File: src/hw/rtl/scene_stability_and_brightest_row_macros.svh
// Assertion macros for the scene stability and brightest row block.
// Included by files that check their own logic; expects clk and rst in scope.
`ifndef SCENE_STABILITY_AND_BRIGHTEST_ROW_MACROS_SVH
`define SCENE_STABILITY_AND_BRIGHTEST_ROW_MACROS_SVH

`ifndef SYNTH
// Same-cycle implication, checked outside reset
`define SSBR_CHECK_NOW(lbl, ante, cons) \
  lbl: assert property (@(posedge clk) disable iff (rst) (ante) |-> (cons)) \
    else $error("ssbr check failed");
// Next-cycle implication, checked outside reset
`define SSBR_CHECK_NEXT(lbl, ante, cons) \
  lbl: assert property (@(posedge clk) disable iff (rst) (ante) |=> (cons)) \
    else $error("ssbr check failed");
`else
`define SSBR_CHECK_NOW(lbl, ante, cons)
`define SSBR_CHECK_NEXT(lbl, ante, cons)
`endif

`endif

File: src/hw/rtl/ssbr_pkg.sv
// Shared types, constants and helpers for the scene stability block.
// No dependencies; every RTL module imports this package.
package ssbr_pkg;

  localparam int MAX_WIDTH  = 1024;
  localparam int MAX_HEIGHT = 1024;

  localparam int PIX_W      = 8;
  localparam int DIFF_W     = 10;
  localparam int THR_W      = 10;
  localparam int CNT_W      = 21;
  localparam int RUN_W      = 8;
  localparam int PCT_W      = 7;
  localparam int POS_W      = 10;
  localparam int SUM_W      = 20;
  localparam int HGT_W      = 11;
  localparam int ROI_W      = 11;
  localparam int KIND_W     = 2;
  localparam int REG_IDX_W  = 2;
  localparam int CFG_DATA_W = 21;

  // Counter limits: saturate at min(MAX, 1024) - 1
  localparam int ROW_CAP = (MAX_HEIGHT > 1024) ? 1024 : MAX_HEIGHT;
  localparam int COL_CAP = (MAX_WIDTH > 1024) ? 1024 : MAX_WIDTH;
  localparam logic [POS_W-1:0] ROW_LIM = POS_W'(ROW_CAP - 1);
  localparam logic [POS_W-1:0] COL_LIM = POS_W'(COL_CAP - 1);

  localparam logic [CNT_W-1:0] CHANGED_MAX = {CNT_W{1'b1}};
  localparam logic [RUN_W-1:0] RUN_MAX     = {RUN_W{1'b1}};
  localparam logic [SUM_W-1:0] SUM_MAX     = {SUM_W{1'b1}};
  localparam logic [ROI_W-1:0] ROI_MAX     = {ROI_W{1'b1}};

  // ROI offset is floor(height * percent / 400). With 400 = 16 * 25, drop four
  // bits, then floor(y / 25) = (y * 5243) >> 17 holds for every y below 43690.
  localparam int ROI_PRE_SHIFT   = 4;
  localparam int ROI_RECIP_W     = 13;
  localparam logic [ROI_RECIP_W-1:0] ROI_RECIP = ROI_RECIP_W'(5243);
  localparam int ROI_RECIP_SHIFT = 17;
  localparam int OFS_PROD_W      = SUM_W - ROI_PRE_SHIFT + ROI_RECIP_W;

  // Average divider
  localparam int DIV_STEPS = SUM_W;
  localparam int STEP_W    = $clog2(DIV_STEPS);
  localparam logic [STEP_W-1:0] STEP_LAST = STEP_W'(DIV_STEPS - 1);

  // Result kinds
  localparam logic [KIND_W-1:0] KIND_VERDICT = 2'd0;
  localparam logic [KIND_W-1:0] KIND_COLUMN  = 2'd1;
  localparam logic [KIND_W-1:0] KIND_ROI     = 2'd2;

  // Configuration register indexes
  localparam logic [REG_IDX_W-1:0] REG_THRESHOLD = 2'd0;
  localparam logic [REG_IDX_W-1:0] REG_LIMIT     = 2'd1;
  localparam logic [REG_IDX_W-1:0] REG_NEEDED    = 2'd2;
  localparam logic [REG_IDX_W-1:0] REG_PERCENT   = 2'd3;

  // Configuration reset values
  localparam logic [THR_W-1:0] THRESHOLD_RST = THR_W'(50);
  localparam logic [CNT_W-1:0] LIMIT_RST     = CNT_W'(10);
  localparam logic [RUN_W-1:0] NEEDED_RST    = RUN_W'(5);
  localparam logic [PCT_W-1:0] PERCENT_RST   = PCT_W'(30);

  // Queue between front and back
  localparam int QUEUE_DEPTH = 4;
  localparam int QPTR_W      = $clog2(QUEUE_DEPTH);

  typedef struct packed {
    logic [PIX_W-1:0] red_a;
    logic [PIX_W-1:0] green_a;
    logic [PIX_W-1:0] blue_a;
    logic [PIX_W-1:0] red_b;
    logic [PIX_W-1:0] green_b;
    logic [PIX_W-1:0] blue_b;
    logic             column_end;
    logic             frame_end;
  } pixel_t;

  typedef struct packed {
    logic [KIND_W-1:0] kind;
    logic [CNT_W-1:0]  changed_pixels;
    logic [RUN_W-1:0]  stable_count;
    logic              stable_reached;
    logic [POS_W-1:0]  column_index;
    logic [POS_W-1:0]  brightest_row;
    logic [ROI_W-1:0]  roi_start;
    logic              last;
  } result_t;

  typedef struct packed {
    logic [THR_W-1:0] threshold;
    logic [CNT_W-1:0] limit;
    logic [RUN_W-1:0] needed;
    logic [PCT_W-1:0] percent;
  } cfg_t;

  // Work item handed from front to back
  typedef struct packed {
    result_t          res;
    logic [SUM_W-1:0] row_sum;
    logic [HGT_W-1:0] cols;
    logic [HGT_W-1:0] height;
  } job_t;

  function automatic logic [PIX_W-1:0] abs_diff(input logic [PIX_W-1:0] a,
                                                input logic [PIX_W-1:0] b);
    abs_diff = (a > b) ? (a - b) : (b - a);
  endfunction

endpackage

File: src/hw/rtl/ssbr_queue.sv
// Short job queue between the front and back parts.
// Depends on ssbr_pkg for job_t and the queue depth.
module ssbr_queue (
  input  logic          clk,
  input  logic          rst,
  input  logic          push,
  input  ssbr_pkg::job_t wdata,
  output logic          full,
  input  logic          pop,
  output ssbr_pkg::job_t rdata,
  output logic          empty
);
  import ssbr_pkg::*;

  job_t              slots [QUEUE_DEPTH];
  logic [QPTR_W-1:0] wr_ptr;
  logic [QPTR_W-1:0] rd_ptr;
  logic [QPTR_W:0]   count;
  logic              do_push;
  logic              do_pop;

  assign full    = (count == (QPTR_W + 1)'(QUEUE_DEPTH));
  assign empty   = (count == '0);
  assign do_push = push && !full;
  assign do_pop  = pop && !empty;
  assign rdata   = slots[rd_ptr];

  // Advance pointers and occupancy
  always_ff @(posedge clk) begin
    if (rst) begin
      wr_ptr <= '0;
      rd_ptr <= '0;
      count  <= '0;
    end else begin
      if (do_push) begin
        wr_ptr <= wr_ptr + 1'b1;
      end
      if (do_pop) begin
        rd_ptr <= rd_ptr + 1'b1;
      end
      if (do_push && !do_pop) begin
        count <= count + 1'b1;
      end else if (do_pop && !do_push) begin
        count <= count - 1'b1;
      end
    end
  end

  // Store the pushed word
  always_ff @(posedge clk) begin
    if (do_push) begin
      slots[wr_ptr] <= wdata;
    end
  end

endmodule

File: src/hw/rtl/ssbr_front.sv
// Front part: per-pixel change counting, stability run and column scan.
// Depends on ssbr_pkg; emits one job per frame end, and per column end while scanning.
module ssbr_front (
  input  logic            clk,
  input  logic            rst,
  input  logic            accept,
  input  ssbr_pkg::pixel_t pixel,
  input  ssbr_pkg::cfg_t   cfg,
  output logic            job_push,
  output ssbr_pkg::job_t   job
);
  import ssbr_pkg::*;

  logic             scan_mode;
  logic [CNT_W-1:0] changed_count;
  logic [RUN_W-1:0] stable_frames;
  logic [POS_W-1:0] row_counter;
  logic [POS_W-1:0] column_counter;
  logic [PIX_W-1:0] column_best_value;
  logic [POS_W-1:0] column_best_row;
  logic [SUM_W-1:0] row_sum;

  logic [DIFF_W-1:0] diff;
  logic [CNT_W-1:0]  changed_next;
  logic [RUN_W-1:0]  stable_next;
  logic              reached;
  logic              col_done;
  logic              take_red;
  logic [PIX_W-1:0]  best_value_next;
  logic [POS_W-1:0]  best_row_next;
  logic [SUM_W:0]    sum_wide;
  logic [SUM_W-1:0]  sum_next;

  // Waiting mode: summed RGB difference and frame verdict
  always_comb begin
    diff = DIFF_W'(abs_diff(pixel.red_a, pixel.red_b))
         + DIFF_W'(abs_diff(pixel.green_a, pixel.green_b))
         + DIFF_W'(abs_diff(pixel.blue_a, pixel.blue_b));
    changed_next = changed_count
                 + CNT_W'(diff > cfg.threshold && changed_count != CHANGED_MAX);
    if (changed_next < cfg.limit) begin
      stable_next = (stable_frames == RUN_MAX) ? RUN_MAX : stable_frames + 1'b1;
    end else begin
      stable_next = '0;
    end
    reached = (stable_next >= cfg.needed);
  end

  // Scan mode: track the first strictly brightest row of the column
  always_comb begin
    col_done        = pixel.column_end || pixel.frame_end;
    take_red        = pixel.red_a > column_best_value;
    best_value_next = take_red ? pixel.red_a : column_best_value;
    best_row_next   = take_red ? row_counter : column_best_row;
    sum_wide        = {1'b0, row_sum} + (SUM_W + 1)'(best_row_next);
    sum_next        = sum_wide[SUM_W] ? SUM_MAX : sum_wide[SUM_W-1:0];
  end

  // Build the job for the back part
  always_comb begin
    job      = '0;
    job_push = accept && (scan_mode ? col_done : pixel.frame_end);
    if (!scan_mode) begin
      job.res.kind           = KIND_VERDICT;
      job.res.changed_pixels = changed_next;
      job.res.stable_count   = stable_next;
      job.res.stable_reached = reached;
    end else begin
      job.res.column_index  = column_counter;
      job.res.brightest_row = best_row_next;
      if (pixel.frame_end) begin
        job.res.kind = KIND_ROI;
        job.res.last = 1'b1;
        job.row_sum  = sum_next;
        job.cols     = {1'b0, column_counter} + 1'b1;
        job.height   = {1'b0, row_counter} + 1'b1;
      end else begin
        job.res.kind = KIND_COLUMN;
      end
    end
  end

  // Update state on each accepted pixel
  always_ff @(posedge clk) begin
    if (rst) begin
      scan_mode         <= 1'b0;
      changed_count     <= '0;
      stable_frames     <= '0;
      row_counter       <= '0;
      column_counter    <= '0;
      column_best_value <= '0;
      column_best_row   <= '0;
      row_sum           <= '0;
    end else if (accept) begin
      if (!scan_mode) begin
        if (!pixel.frame_end) begin
          changed_count <= changed_next;
        end else begin
          changed_count <= '0;
          if (reached) begin
            stable_frames <= '0;
            scan_mode     <= 1'b1;
          end else begin
            stable_frames <= stable_next;
          end
        end
      end else if (!col_done) begin
        column_best_value <= best_value_next;
        column_best_row   <= best_row_next;
        if (row_counter < ROW_LIM) begin
          row_counter <= row_counter + 1'b1;
        end
      end else if (pixel.frame_end) begin
        // Scan done: drop back to waiting with everything cleared
        scan_mode         <= 1'b0;
        row_counter       <= '0;
        column_counter    <= '0;
        column_best_value <= '0;
        column_best_row   <= '0;
        row_sum           <= '0;
      end else begin
        row_sum           <= sum_next;
        row_counter       <= '0;
        column_best_value <= '0;
        column_best_row   <= '0;
        if (column_counter < COL_LIM) begin
          column_counter <= column_counter + 1'b1;
        end
      end
    end
  end

endmodule

File: src/hw/rtl/ssbr_back.sv
// Back part: ROI average on a radix-2 divider, height offset by reciprocal
// multiply, and the output register. Depends on ssbr_pkg for job_t and result_t.
module ssbr_back (
  input  logic                        clk,
  input  logic                        rst,
  input  logic [ssbr_pkg::PCT_W-1:0]  percent,
  input  logic                        job_avail,
  input  ssbr_pkg::job_t               job,
  output logic                        job_take,
  input  logic                        pop,
  output logic                        out_valid,
  output ssbr_pkg::result_t            result
);
  import ssbr_pkg::*;

  localparam logic [1:0] ST_IDLE    = 2'd0;
  localparam logic [1:0] ST_DIV_AVG = 2'd1;
  localparam logic [1:0] ST_DIV_OFS = 2'd2;
  localparam logic [1:0] ST_EMIT    = 2'd3;

  logic [1:0]        state;
  logic [STEP_W-1:0] step;
  logic [SUM_W-1:0]  quo;
  logic [HGT_W-1:0]  rem;
  logic [HGT_W-1:0]  divisor;
  logic [HGT_W-1:0]  height;
  logic [ROI_W-1:0]  avg;
  result_t           pend;

  logic              slot_free;
  logic              load;
  logic [HGT_W:0]    partial;
  logic              ge;
  logic [HGT_W-1:0]  rem_next;
  logic [SUM_W-1:0]  quo_next;
  logic [OFS_PROD_W-1:0] ofs_prod;
  logic [SUM_W-1:0]  ofs;
  logic [SUM_W:0]    roi_wide;

  assign slot_free = !out_valid || pop;
  assign job_take  = (state == ST_IDLE) && job_avail && slot_free;
  assign load      = (job_take && job.res.kind != KIND_ROI)
                  || (state == ST_EMIT && slot_free);

  // One restoring division step; offset from the held height product
  always_comb begin
    partial  = {rem, quo[SUM_W-1]};
    ge       = partial >= {1'b0, divisor};
    rem_next = ge ? HGT_W'(partial - {1'b0, divisor}) : partial[HGT_W-1:0];
    quo_next = {quo[SUM_W-2:0], ge};
    ofs_prod = OFS_PROD_W'(quo[SUM_W-1:ROI_PRE_SHIFT]) * OFS_PROD_W'(ROI_RECIP);
    ofs      = SUM_W'(ofs_prod >> ROI_RECIP_SHIFT);
    roi_wide = (SUM_W + 1)'(avg) + (SUM_W + 1)'(ofs);
  end

  // Sequence the average division and the offset
  always_ff @(posedge clk) begin
    if (rst) begin
      state <= ST_IDLE;
      step  <= '0;
    end else begin
      case (state)
        ST_IDLE: begin
          if (job_take && job.res.kind == KIND_ROI) begin
            pend    <= job.res;
            quo     <= job.row_sum;
            rem     <= '0;
            divisor <= job.cols;
            height  <= job.height;
            step    <= '0;
            state   <= ST_DIV_AVG;
          end
        end
        ST_DIV_AVG: begin
          quo  <= quo_next;
          rem  <= rem_next;
          step <= step + 1'b1;
          if (step == STEP_LAST) begin
            // Average done: hold it and the height product for the offset
            avg     <= (|quo_next[SUM_W-1:ROI_W]) ? ROI_MAX : quo_next[ROI_W-1:0];
            quo     <= SUM_W'(height) * SUM_W'(percent);
            step    <= '0;
            state   <= ST_DIV_OFS;
          end
        end
        ST_DIV_OFS: begin
          pend.roi_start <= (|roi_wide[SUM_W:ROI_W]) ? ROI_MAX : roi_wide[ROI_W-1:0];
          state          <= ST_EMIT;
        end
        ST_EMIT: begin
          if (slot_free) begin
            state <= ST_IDLE;
          end
        end
        default: begin
          state <= ST_IDLE;
        end
      endcase
    end
  end

  // Hold the oldest result until popped
  always_ff @(posedge clk) begin
    if (rst) begin
      out_valid <= 1'b0;
    end else if (load) begin
      out_valid <= 1'b1;
    end else if (pop) begin
      out_valid <= 1'b0;
    end
  end

  always_ff @(posedge clk) begin
    if (load) begin
      result <= (state == ST_EMIT) ? pend : job.res;
    end
  end

endmodule

File: src/hw/rtl/scene_stability_and_brightest_row.sv
// Top level of the scene stability and brightest row block.
// Depends on ssbr_pkg, ssbr_front, ssbr_queue, ssbr_back and the macro header.
//
//   channel   handshake             payload
//   pixel     push / full           ssbr_pkg::pixel_t  pixel
//   result    pop / empty           ssbr_pkg::result_t result
//   config    cfg_valid / cfg_ready cfg_index, cfg_data
//
// One pixel pair is taken per cycle while full is low. Verdict and column
// words pass through the job queue and the back part's output register before
// they can be popped; the ROI word also needs a 20-step pass through the back
// part's divider for the average, then the offset state and the output load.
// full rises only when the four-word job queue fills, i.e. when results are
// not popped or an ROI division is in flight. Synchronous reset clears all
// counters and restores the register defaults.
`include "scene_stability_and_brightest_row_macros.svh"

module scene_stability_and_brightest_row (
  input  logic                              clk,
  input  logic                              rst,
  input  logic                              push,
  output logic                              full,
  input  ssbr_pkg::pixel_t                   pixel,
  output logic                              empty,
  input  logic                              pop,
  output ssbr_pkg::result_t                  result,
  input  logic                              cfg_valid,
  output logic                              cfg_ready,
  input  logic [ssbr_pkg::REG_IDX_W-1:0]    cfg_index,
  input  logic [ssbr_pkg::CFG_DATA_W-1:0]   cfg_data
);
  import ssbr_pkg::*;

  cfg_t cfg;
  logic accept;
  logic job_push;
  job_t job_in;
  job_t job_out;
  logic q_full;
  logic q_empty;
  logic job_take;
  logic out_valid;

  assign cfg_ready = 1'b1;
  assign full      = q_full;
  assign accept    = push && !q_full;
  assign empty     = !out_valid;

  // Write configuration registers
  always_ff @(posedge clk) begin
    if (rst) begin
      cfg.threshold <= THRESHOLD_RST;
      cfg.limit     <= LIMIT_RST;
      cfg.needed    <= NEEDED_RST;
      cfg.percent   <= PERCENT_RST;
    end else if (cfg_valid && cfg_ready) begin
      case (cfg_index)
        REG_THRESHOLD: cfg.threshold <= cfg_data[THR_W-1:0];
        REG_LIMIT:     cfg.limit     <= cfg_data[CNT_W-1:0];
        REG_NEEDED:    cfg.needed    <= cfg_data[RUN_W-1:0];
        REG_PERCENT:   cfg.percent   <= cfg_data[PCT_W-1:0];
        default: begin
        end
      endcase
    end
  end

  ssbr_front u_front (
    .clk      (clk),
    .rst      (rst),
    .accept   (accept),
    .pixel    (pixel),
    .cfg      (cfg),
    .job_push (job_push),
    .job      (job_in)
  );

  ssbr_queue u_queue (
    .clk   (clk),
    .rst   (rst),
    .push  (job_push),
    .wdata (job_in),
    .full  (q_full),
    .pop   (job_take),
    .rdata (job_out),
    .empty (q_empty)
  );

  ssbr_back u_back (
    .clk       (clk),
    .rst       (rst),
    .percent   (cfg.percent),
    .job_avail (!q_empty),
    .job       (job_out),
    .job_take  (job_take),
    .pop       (pop),
    .out_valid (out_valid),
    .result    (result)
  );

  // Only the ROI word closes a scan
  `SSBR_CHECK_NOW(a_roi_last, !empty && result.kind == KIND_ROI, result.last)
  `SSBR_CHECK_NOW(a_other_not_last, !empty && result.kind != KIND_ROI, !result.last)
  // The front never pushes a job into a full queue
  `SSBR_CHECK_NOW(a_no_overflow, job_push, !q_full)
  // A waiting word holds until popped
  `SSBR_CHECK_NEXT(a_hold_stalled, !empty && !pop, !empty && $stable(result))

endmodule

File: config.mk
export PLATFORM = sky130hd
export DESIGN_NAME = scene_stability_and_brightest_row
export DESIGN_NICKNAME = d
export VERILOG_FILES = /design/src/hw/rtl/ssbr_pkg.sv /design/src/hw/rtl/ssbr_queue.sv /design/src/hw/rtl/ssbr_front.sv /design/src/hw/rtl/ssbr_back.sv /design/src/hw/rtl/scene_stability_and_brightest_row.sv
export VERILOG_INCLUDE_DIRS = /design/src /design/src/hw/rtl
export SDC_FILE = /design/constraint.sdc
export NUM_CORES = 1
export LEC_CHECK = 0
export BUFFER_PORTS_ARGS = -buffer_cell sky130_fd_sc_hd__buf_4
export CAP_MARGIN = 25
export CORE_UTILIZATION = 40
export DETAILED_ROUTE_END_ITERATION = 16
export GPL_TIMING_DRIVEN = 0
export HOLD_SLACK_MARGIN = 0.02
export PLACE_DENSITY = 0.65
export SYNTH_ARGS = -nofsm -noshare
export SYNTH_HDL_FRONTEND = slang
export SYNTH_SLANG_ARGS = --single-unit
export TNS_END_PERCENT = 30
File: constraint.sdc
create_clock -name clk -period 12.65 [get_ports clk]
set_input_delay 2.53 -clock clk [delete_from_list [all_inputs] [get_ports clk]]
set_output_delay 2.53 -clock clk [all_outputs]
set_load 0.01 [all_outputs]
==> results of run 1 <==
-- flip-flops by register name, indices dropped and copies added, names as in the netlist, 10 cells and up, named ones only --
| signal | cells |
|---|---|
| u_back.height | 11 |
| u_front.changed_count | 21 |
| u_front.column_best_row | 10 |
| u_queue.slots | 376 |
| u_back.result | 63 |
| u_front.column_counter | 10 |
| u_back.rem | 11 |
| u_back.quo | 20 |
| cfg | 46 |
| u_back.divisor | 11 |
| u_back.avg | 11 |
| u_front.row_sum | 20 |
| u_front.row_counter | 10 |
| u_back.pend | 63 |
-- power by group through the flow --
stage	Sequential, mW	Combinational (mW)	Clock, mW
final	2.99	5.98	2.22
after global routing	3.01	6.77	2.36
after CTS	2.99	6.04	2.26
after detailed placement	3.04	5.99	0
after global placement	3.08	5.87	0
after floorplan	3.08	4.36	0
-- synth_stat cells (7+ instances only) --
| master | n |
|---|---|
| a211o_1 | 11 |
| a211oi_1 | 17 |
| a21boi_0 | 16 |
| a21o_1 | 52 |
| a21oi_1 | 193 |
| a22oi_1 | 14 |
| a31oi_1 | 16 |
| and2_1 | 77 |
| and3_1 | 43 |
| buf_1 | 8 |
| buf_2 | 15 |
| clkbuf_1 | 88 |
| dfxtp_1 | 151 |
| edfxtp_1 | 566 |
| fa_1 | 131 |
| ha_1 | 298 |
| inv_1 | 338 |
| mux2_2 | 61 |
| mux2i_1 | 23 |
| mux4_2 | 94 |
| nand2_1 | 264 |
| nand2b_1 | 16 |
| nand3_1 | 63 |
| nand3b_1 | 14 |
| nand4_1 | 23 |
| nor2_1 | 208 |
| nor2b_1 | 19 |
| nor3_1 | 34 |
| nor4_1 | 7 |
| o211ai_1 | 11 |
| o21a_1 | 14 |
| o21ai_0 | 98 |
| o21ai_1 | 7 |
| o21bai_1 | 12 |
| o31a_1 | 14 |
| or2_2 | 21 |
| or3_1 | 7 |
| xnor2_1 | 98 |
| xor2_1 | 30 |
-- logic make-up (layout without fill, tap and decap cells) --
logic type                 after synthesis  in the layout  share of synthesized area, %
AOI/OAI and AO/OA                      527            528                          8.48
xor gates and xnor gates               128            128                          2.84
adders and majority gates              429            429                          16.1
buffers and inverters                  452            740                          4.36
DFF                                    717            717                          50.7
muxes                                  179            179                          7.71
other                                    1              3                       0.00949
and+or+nand+nor                        820            820                          9.87
-- through the flow --
step	util, %	setup slack (ns)	std cells	power (mW)
after CTS	46.2	0.0101	4817	11.3
after detailed placement	43.6	-0.866	4681	9.02
after global routing	46.3	0.0277	4819	12.1
after global placement	43.4	-0.824	4670	8.95
final	46.3	0.718	4820	11.2
after floorplan	-	1.50	3253	7.45
-- layout make-up --
class	count	area, sq um
diodes	2	5.00
plain buffers	113	450
clock buffers	90	1980
clock inverters	46	494
fillers	8788	52200
inverters	339	1270
multi-input cells	2085	17900
flip-flops and latches	717	20000
well taps	1276	1600
repair buffers	152	1290
-- worst max-delay path: cells and delay by family --
| family | cells | cell delay (ns) |
|---|---|---|
| fa+ha+maj | 8 | 2.26 |
| buf+inv | 6 | 0.55 |
| xor+xnor | 1 | 0.42 |
| simple gates | 15 | 3.06 |
| mux | 1 | 0.38 |
| compound gates | 16 | 3.10 |
-- metal layers --
metal,GRT usage (%),vias to the layer above,routed length (um)
met5,0,-,56
met4,4.33,8,1700
met3,3.44,123,5660
met2,28.7,647,41800
met1,26.0,12500,41400
li1,-,12100,-
-- worst min-delay path by stage --
stage | start | slack (ns) | end | cells past startpoint
2_1_floorplan | u_front.column_best_row[0] | 0.43 | u_front.column_best_row[0] | 2
3_3_place_gp | u_front.column_best_row[7] | 0.43 | u_front.column_best_row[7] | 2
3_5_place_dp | u_front.column_best_row[5] | 0.44 | u_front.column_best_row[5] | 2
4_1_cts | u_front.column_best_row[5] | 0.45 | u_front.column_best_row[5] | 2
5_1_grt | cfg[13] | 0.46 | cfg[13] | 2
6_report | u_front.column_best_row[5] | 0.45 | u_front.column_best_row[5] | 2
-- what timing repair did --
| action | 4_1_cts | 5_1_grt |
|---|---|---|
| endpoints found under the hold margin | 0 | 0 |
| gates resized for setup | 2 | 17 |
| cloned | 0 | 1 |
| setup endpoints to repair | 9 | 13 |
| pin swaps | 0 | 1 |
==> metrics.yaml, run 1 <==
grt:
  antenna_found_initial: 6
  grt_first_pass_wirelength_mm: 142
  grt_max_degree: 58
  gr-usage-all-layers_pct: 18.2
  grt_overflow_total: 0
  grt_pass1_vias: 25000
detailed_routing:
  wl_per_cell_um: 18.8
  route.final.wire_length_mm: 90.7
  ant_nets: 0
  vias_per_cell: 5.27
  drtIter0Drc: 1844
  vias: 25400
  drc: 0
  drt-pass1-iter-count: 6
timing:
  max_slew.worst_pin.slew_ns: 1.13
  fmax_mhz: 83.8
  relSlewSlack_pct: 24.6
  finalHoldViolations: 0
  setup_tns_ns: 0
  slew_viol_final: 0
  finalCritPeriodShare_pct: 94.3
  fin_skew_ns: 0.0282
  min_period_ns: 11.93
  rsz0062_at_grt: "no"
  finalSetupViolCount: 0
  whs_ns: 0.449
worst_setup_path:
  reg2reg_slack_ns: 5.27
  startpoint: "pixel[42]"
  cp_common_cell: "ha_1"
  required_ns: 13.06
  start_kind: "primary input"
  criticalPathCategory: "primary input to register"
  end_kind: "register"
  reg2reg_depth: 24
  timing.rr.end: "u_back.pend[9]"
  r2r-start: "u_back.quo[8]"
  crit_end: "u_queue.slots[1][63]"
  slowest_stage: "or4_1"
  cp_max_fo: 6
  cp.arrival_ns: 12.34
  max_stage_delay_ns: 0.55
synth:
  ys_ff_latch: 717
  async_flop_share_pct: 0
  synth_edf_count: 566
  syn_avg_cell_area_sq_um: 12.1
  syn_inst: 3253
  netlist_area_sq_um: 39500
  yosys_warnings: 0
  synth_flop_cell: "edfxtp_1"
  synth_top_area_cell: "edfxtp_1"
  netlist-cell-type-count: 78
  ys_top_cells_by_area: "edfxtp_1, ha_1, dfxtp_1"
  synth_nets: 3760
  synth_top_area_share_pct: 43.0
  ys_seq_area_share_pct: 50.7
die:
  die_w_um: 316
  core_sq_um: 97300
  rows: 114
  chipHeight_um: 316
  start_util_pct: 40.6
  die_area_sq_um: 100000
  ios: 145
clock_network:
  cts_tree: "yes"
  cts_buffer_depth: 3
  clk_latency_ns: 0.63
  root_buffer: "clkbuf_16"
  path_clk_slew_ns: 0.06
  cts_sinks: 717
  postCtsSetupBuffers: 0
  cts_made_buffers: 74
  htree_levels: 3
  cts-hold-fix-buffers: 0
cells_and_area:
  syn2layout_area_growth_pct: 14.0
  layout_common_cells: "edfxtp_1, inv_1, ha_1, nand2_1, nor2_1"
  nNetsFinal: 3989
  final_common_cell: "edfxtp_1"
  drive_gt1_share_pct: 14.3
  fin_area_sq_um: 45000
flow_run:
  drv_cap: 0
power_and_ir_drop:
  p_clk_share_pct: 19.9
  p_leak_nw: 17.8
  internal-power_mw: 6.76
  power_frac_comb_pct: 53.4
  p_seq_share_pct: 26.7
  sw_frac_of_total_pct: 39.5
  p_switching_mw: 4.42
  p_per_area_nw_per_um2: 248
  peakVddDrop_mv: 0.441
placed_design:
  placed_area_sq_um: 42400
  port_buffers: 141
  place_hpwl_mm: 66.6
  gp_congestion: 0.898
hold_path:
  hold_path_class: "register to register"
status:
  status: "finished clean"
Power figures use the tool's default switching activity.
==> run 2, diff against run 1 <==
- CELL_PAD_IN_SITES_DETAIL_PLACEMENT: unset -> 0
- CELL_PAD_IN_SITES_GLOBAL_PLACEMENT: unset -> 1
- PLACE_DENSITY: 0.65 -> 0.74
==> run 2 against run 1 <==
Against the previous run:
- clock skew fell by 0.0026 ns
- utilization rose by 0.076 points
- first-iteration DRC count fell by 3.5%
- largest cell class unchanged
- largest power group unchanged
- non-clock buffer count rose by 8
- sequential cell count did not move
- register-to-register slack barely moved
- setup slack improved by 0.054 ns
- critical endpoint is now u_queue.slots[2][63]
- clock power barely moved
- sequential power barely moved
- combinational power barely moved
- final cell count rose by 0.10%
- wire length rose by 2.7%
==> metrics.yaml, run 2 (same netlist as run 1, synthesis figures left out) <==
clock_network:
  cts_made_buffers: 73  # was 74
  cts-hold-fix-buffers: 0  # unchanged
  root_buffer: "clkbuf_16"  # unchanged
  clk_latency_ns: 0.63  # about the same
  path_clk_slew_ns: 0.06  # about the same
  cts_tree: "yes"  # unchanged
  cts_sinks: 717  # unchanged
  htree_levels: 3  # unchanged
  cts_buffer_depth: 3  # unchanged
flow_run:
  drv_cap: 0  # unchanged
timing:
  finalSetupViolCount: 0  # unchanged
  fmax_mhz: 84.2  # was 83.8 MHz
  finalHoldViolations: 0  # unchanged
  setup_tns_ns: 0  # unchanged
  finalCritPeriodShare_pct: 93.9  # was 94.3%
  max_slew.worst_pin.slew_ns: 1.01  # was 1.13 ns
  rsz0062_at_grt: "no"  # unchanged
  min_period_ns: 11.88  # was 11.93 ns
  relSlewSlack_pct: 32.7  # was 24.6%
  slew_viol_final: 0  # unchanged
  fin_skew_ns: 0.0257  # was 0.0282 ns
detailed_routing:
  wl_per_cell_um: 19.3  # was 18.8 um
  ant_nets: 0  # unchanged
  vias_per_cell: 5.22  # was 5.27
  route.final.wire_length_mm: 93.1  # was 90.7 mm
  drt-pass1-iter-count: 8  # was 6
  drtIter0Drc: 1780  # was 1844
  drc: 0  # unchanged
  vias: 25200  # was 25400
cells_and_area:
  regMostFlops: "u_queue.slots"  # unchanged
  largestRegisters: "u_queue.slots x376, u_back.pend x63, u_back.result x63"  # unchanged
  drive_gt1_share_pct: 14.3  # about the same
  fillers: 8915  # was 8788
  multi_input_area_sq_um: 17900  # unchanged
  register_area_sq_um: 20000  # unchanged
  layout_common_cells: "edfxtp_1, inv_1, ha_1, nand2_1, nor2_1"  # unchanged
  fin_util_pct: 46.4  # was 46.3%
  n_antenna_cell: 0  # was 2
  nNetsFinal: 3996  # was 3989
  syn2layout_area_growth_pct: 14.2  # was 14.0%
  largest_reg_flops: 376  # unchanged
  final_common_cell: "edfxtp_1"  # unchanged
grt:
  grt_overflow_total: 0  # unchanged
  grt_pass1_vias: 25100  # was 25000
  gr-usage-all-layers_pct: 18.8  # was 18.2%
  antenna_found_initial: 1  # was 6
  grt_max_degree: 61  # was 58
  grt_first_pass_wirelength_mm: 144  # was 142 mm
die:
  chipHeight_um: 316  # unchanged
  core_sq_um: 97300  # unchanged
  die_w_um: 316  # unchanged
  rows: 114  # unchanged
  die_area_sq_um: 100000  # unchanged
  start_util_pct: 40.6  # unchanged
  ios: 145  # unchanged
worst_setup_path:
  start_kind: "primary input"  # unchanged
  cp.arrival_ns: 12.32  # was 12.34 ns
  cp_max_fo: 9  # was 6
  end_kind: "register"  # unchanged
  criticalPathCategory: "primary input to register"  # unchanged
  cp_common_cell: "ha_1"  # unchanged
  required_ns: 13.09  # was 13.06 ns
  slowest_stage: "fa_1"  # was or4_1
  max_stage_delay_ns: 0.53  # was 0.55 ns
hold_path:
  hold_path_class: "register to register"  # unchanged
power_and_ir_drop:
  peakVddDrop_mv: 0.403  # was 0.441 mV
  p_leak_nw: 17.9  # was 17.8 nW
  p_per_area_nw_per_um2: 247  # was 248 nW/um^2
placed_design:
  gp_congestion: 0.859  # was 0.898
  place_hpwl_mm: 69.7  # was 66.6 mm
  port_buffers: 141  # unchanged
status:
  status: "finished clean"  # unchanged
==> run 2: cell types whose count changed in the layout (fill, tap and decap cells not counted), sizes merged <==
cell	delta
buf	+8
clkinv	+4
clkbuf	+5
inv	-1
diode	-2
clkinvlp	-9
==> run 2: area by class of cell <==
cell class                      count  area share [%]
Multi-Input combinational cell   2085            39.7
Inverter                          339            2.82
Timing Repair Buffer              160            3.15
Tap cell                         1276            3.54
Clock buffer                       95            4.42
Sequential cell                   717            44.4
Clock inverter                     40           0.976
Buffer                            113           0.998
==> run 2: timing repair <==
action,4_1_cts,5_1_grt
pin swaps,0,1
setup buffers,0,3
gates resized for setup,4,19
cloned,0,1
setup endpoints to repair,13,13
==> run 2: worst paths after layout <==
| path | start | endpoint | slack (ns) | cells after the start |
|---|---|---|---|---|
| setup / recovery | pixel[34] | u_queue.slots[2][63] | 0.77 | 50 |
| hold / removal | u_front.column_best_row[8] | u_front.column_best_row[8] | 0.45 | 2 |
| setup reg to reg | u_back.quo[14] | u_back.pend[7] | 5.27 | 26 |
| hold reg to reg | u_front.column_best_row[8] | u_front.column_best_row[8] | 0.45 | 2 |
==> run 2: stage by stage <==
stage / worst slack (ns) / power [mW] / hold slack, ns / cell area (sq um) / instances
2_1_floorplan: 1.50 / 7.45 / 0.428 / 39500 / 3253
3_3_place_gp: -0.881 / 9.02 / 0.434 / 42200 / 4670
3_5_place_dp: -0.936 / 9.06 / 0.441 / 42500 / 4685
4_1_cts: 0.144 / 11.3 / 0.449 / 45000 / 4820
5_1_grt: 0.0177 / 12.1 / 0.469 / 45100 / 4825
6_report: 0.773 / 11.2 / 0.451 / 45100 / 4825
==> run 2: per-layer routing <==
layer	GRT usage, %	vias up	share of wire (%)
li1	-	12100	-
met1	26.1	12400	46
met2	31.1	544	48
met3	2.77	113	4.6
met4	4.21	2	1.9
met5	0	-	0.012
==> run 2: worst max-delay path, delay by kind of cell <==
| family | cells | cell delay, ns |
|---|---|---|
| xor gates and xnor gates | 1 | 0.23 |
| and+or+nand+nor | 14 | 2.16 |
| buffers and inverters | 5 | 0.34 |
| adders and majority gates | 9 | 2.73 |
| muxes | 1 | 0.30 |
| AOI/OAI and AO/OA | 20 | 3.96 |
==> run 2: power breakdown <==
group	leakage (nW)	switching, mW	internal [mW]
logic	9.96	3.37	2.61
clock network	1.19	0.910	1.28
registers	6.71	0.0988	2.89
total	17.9	4.38	6.78
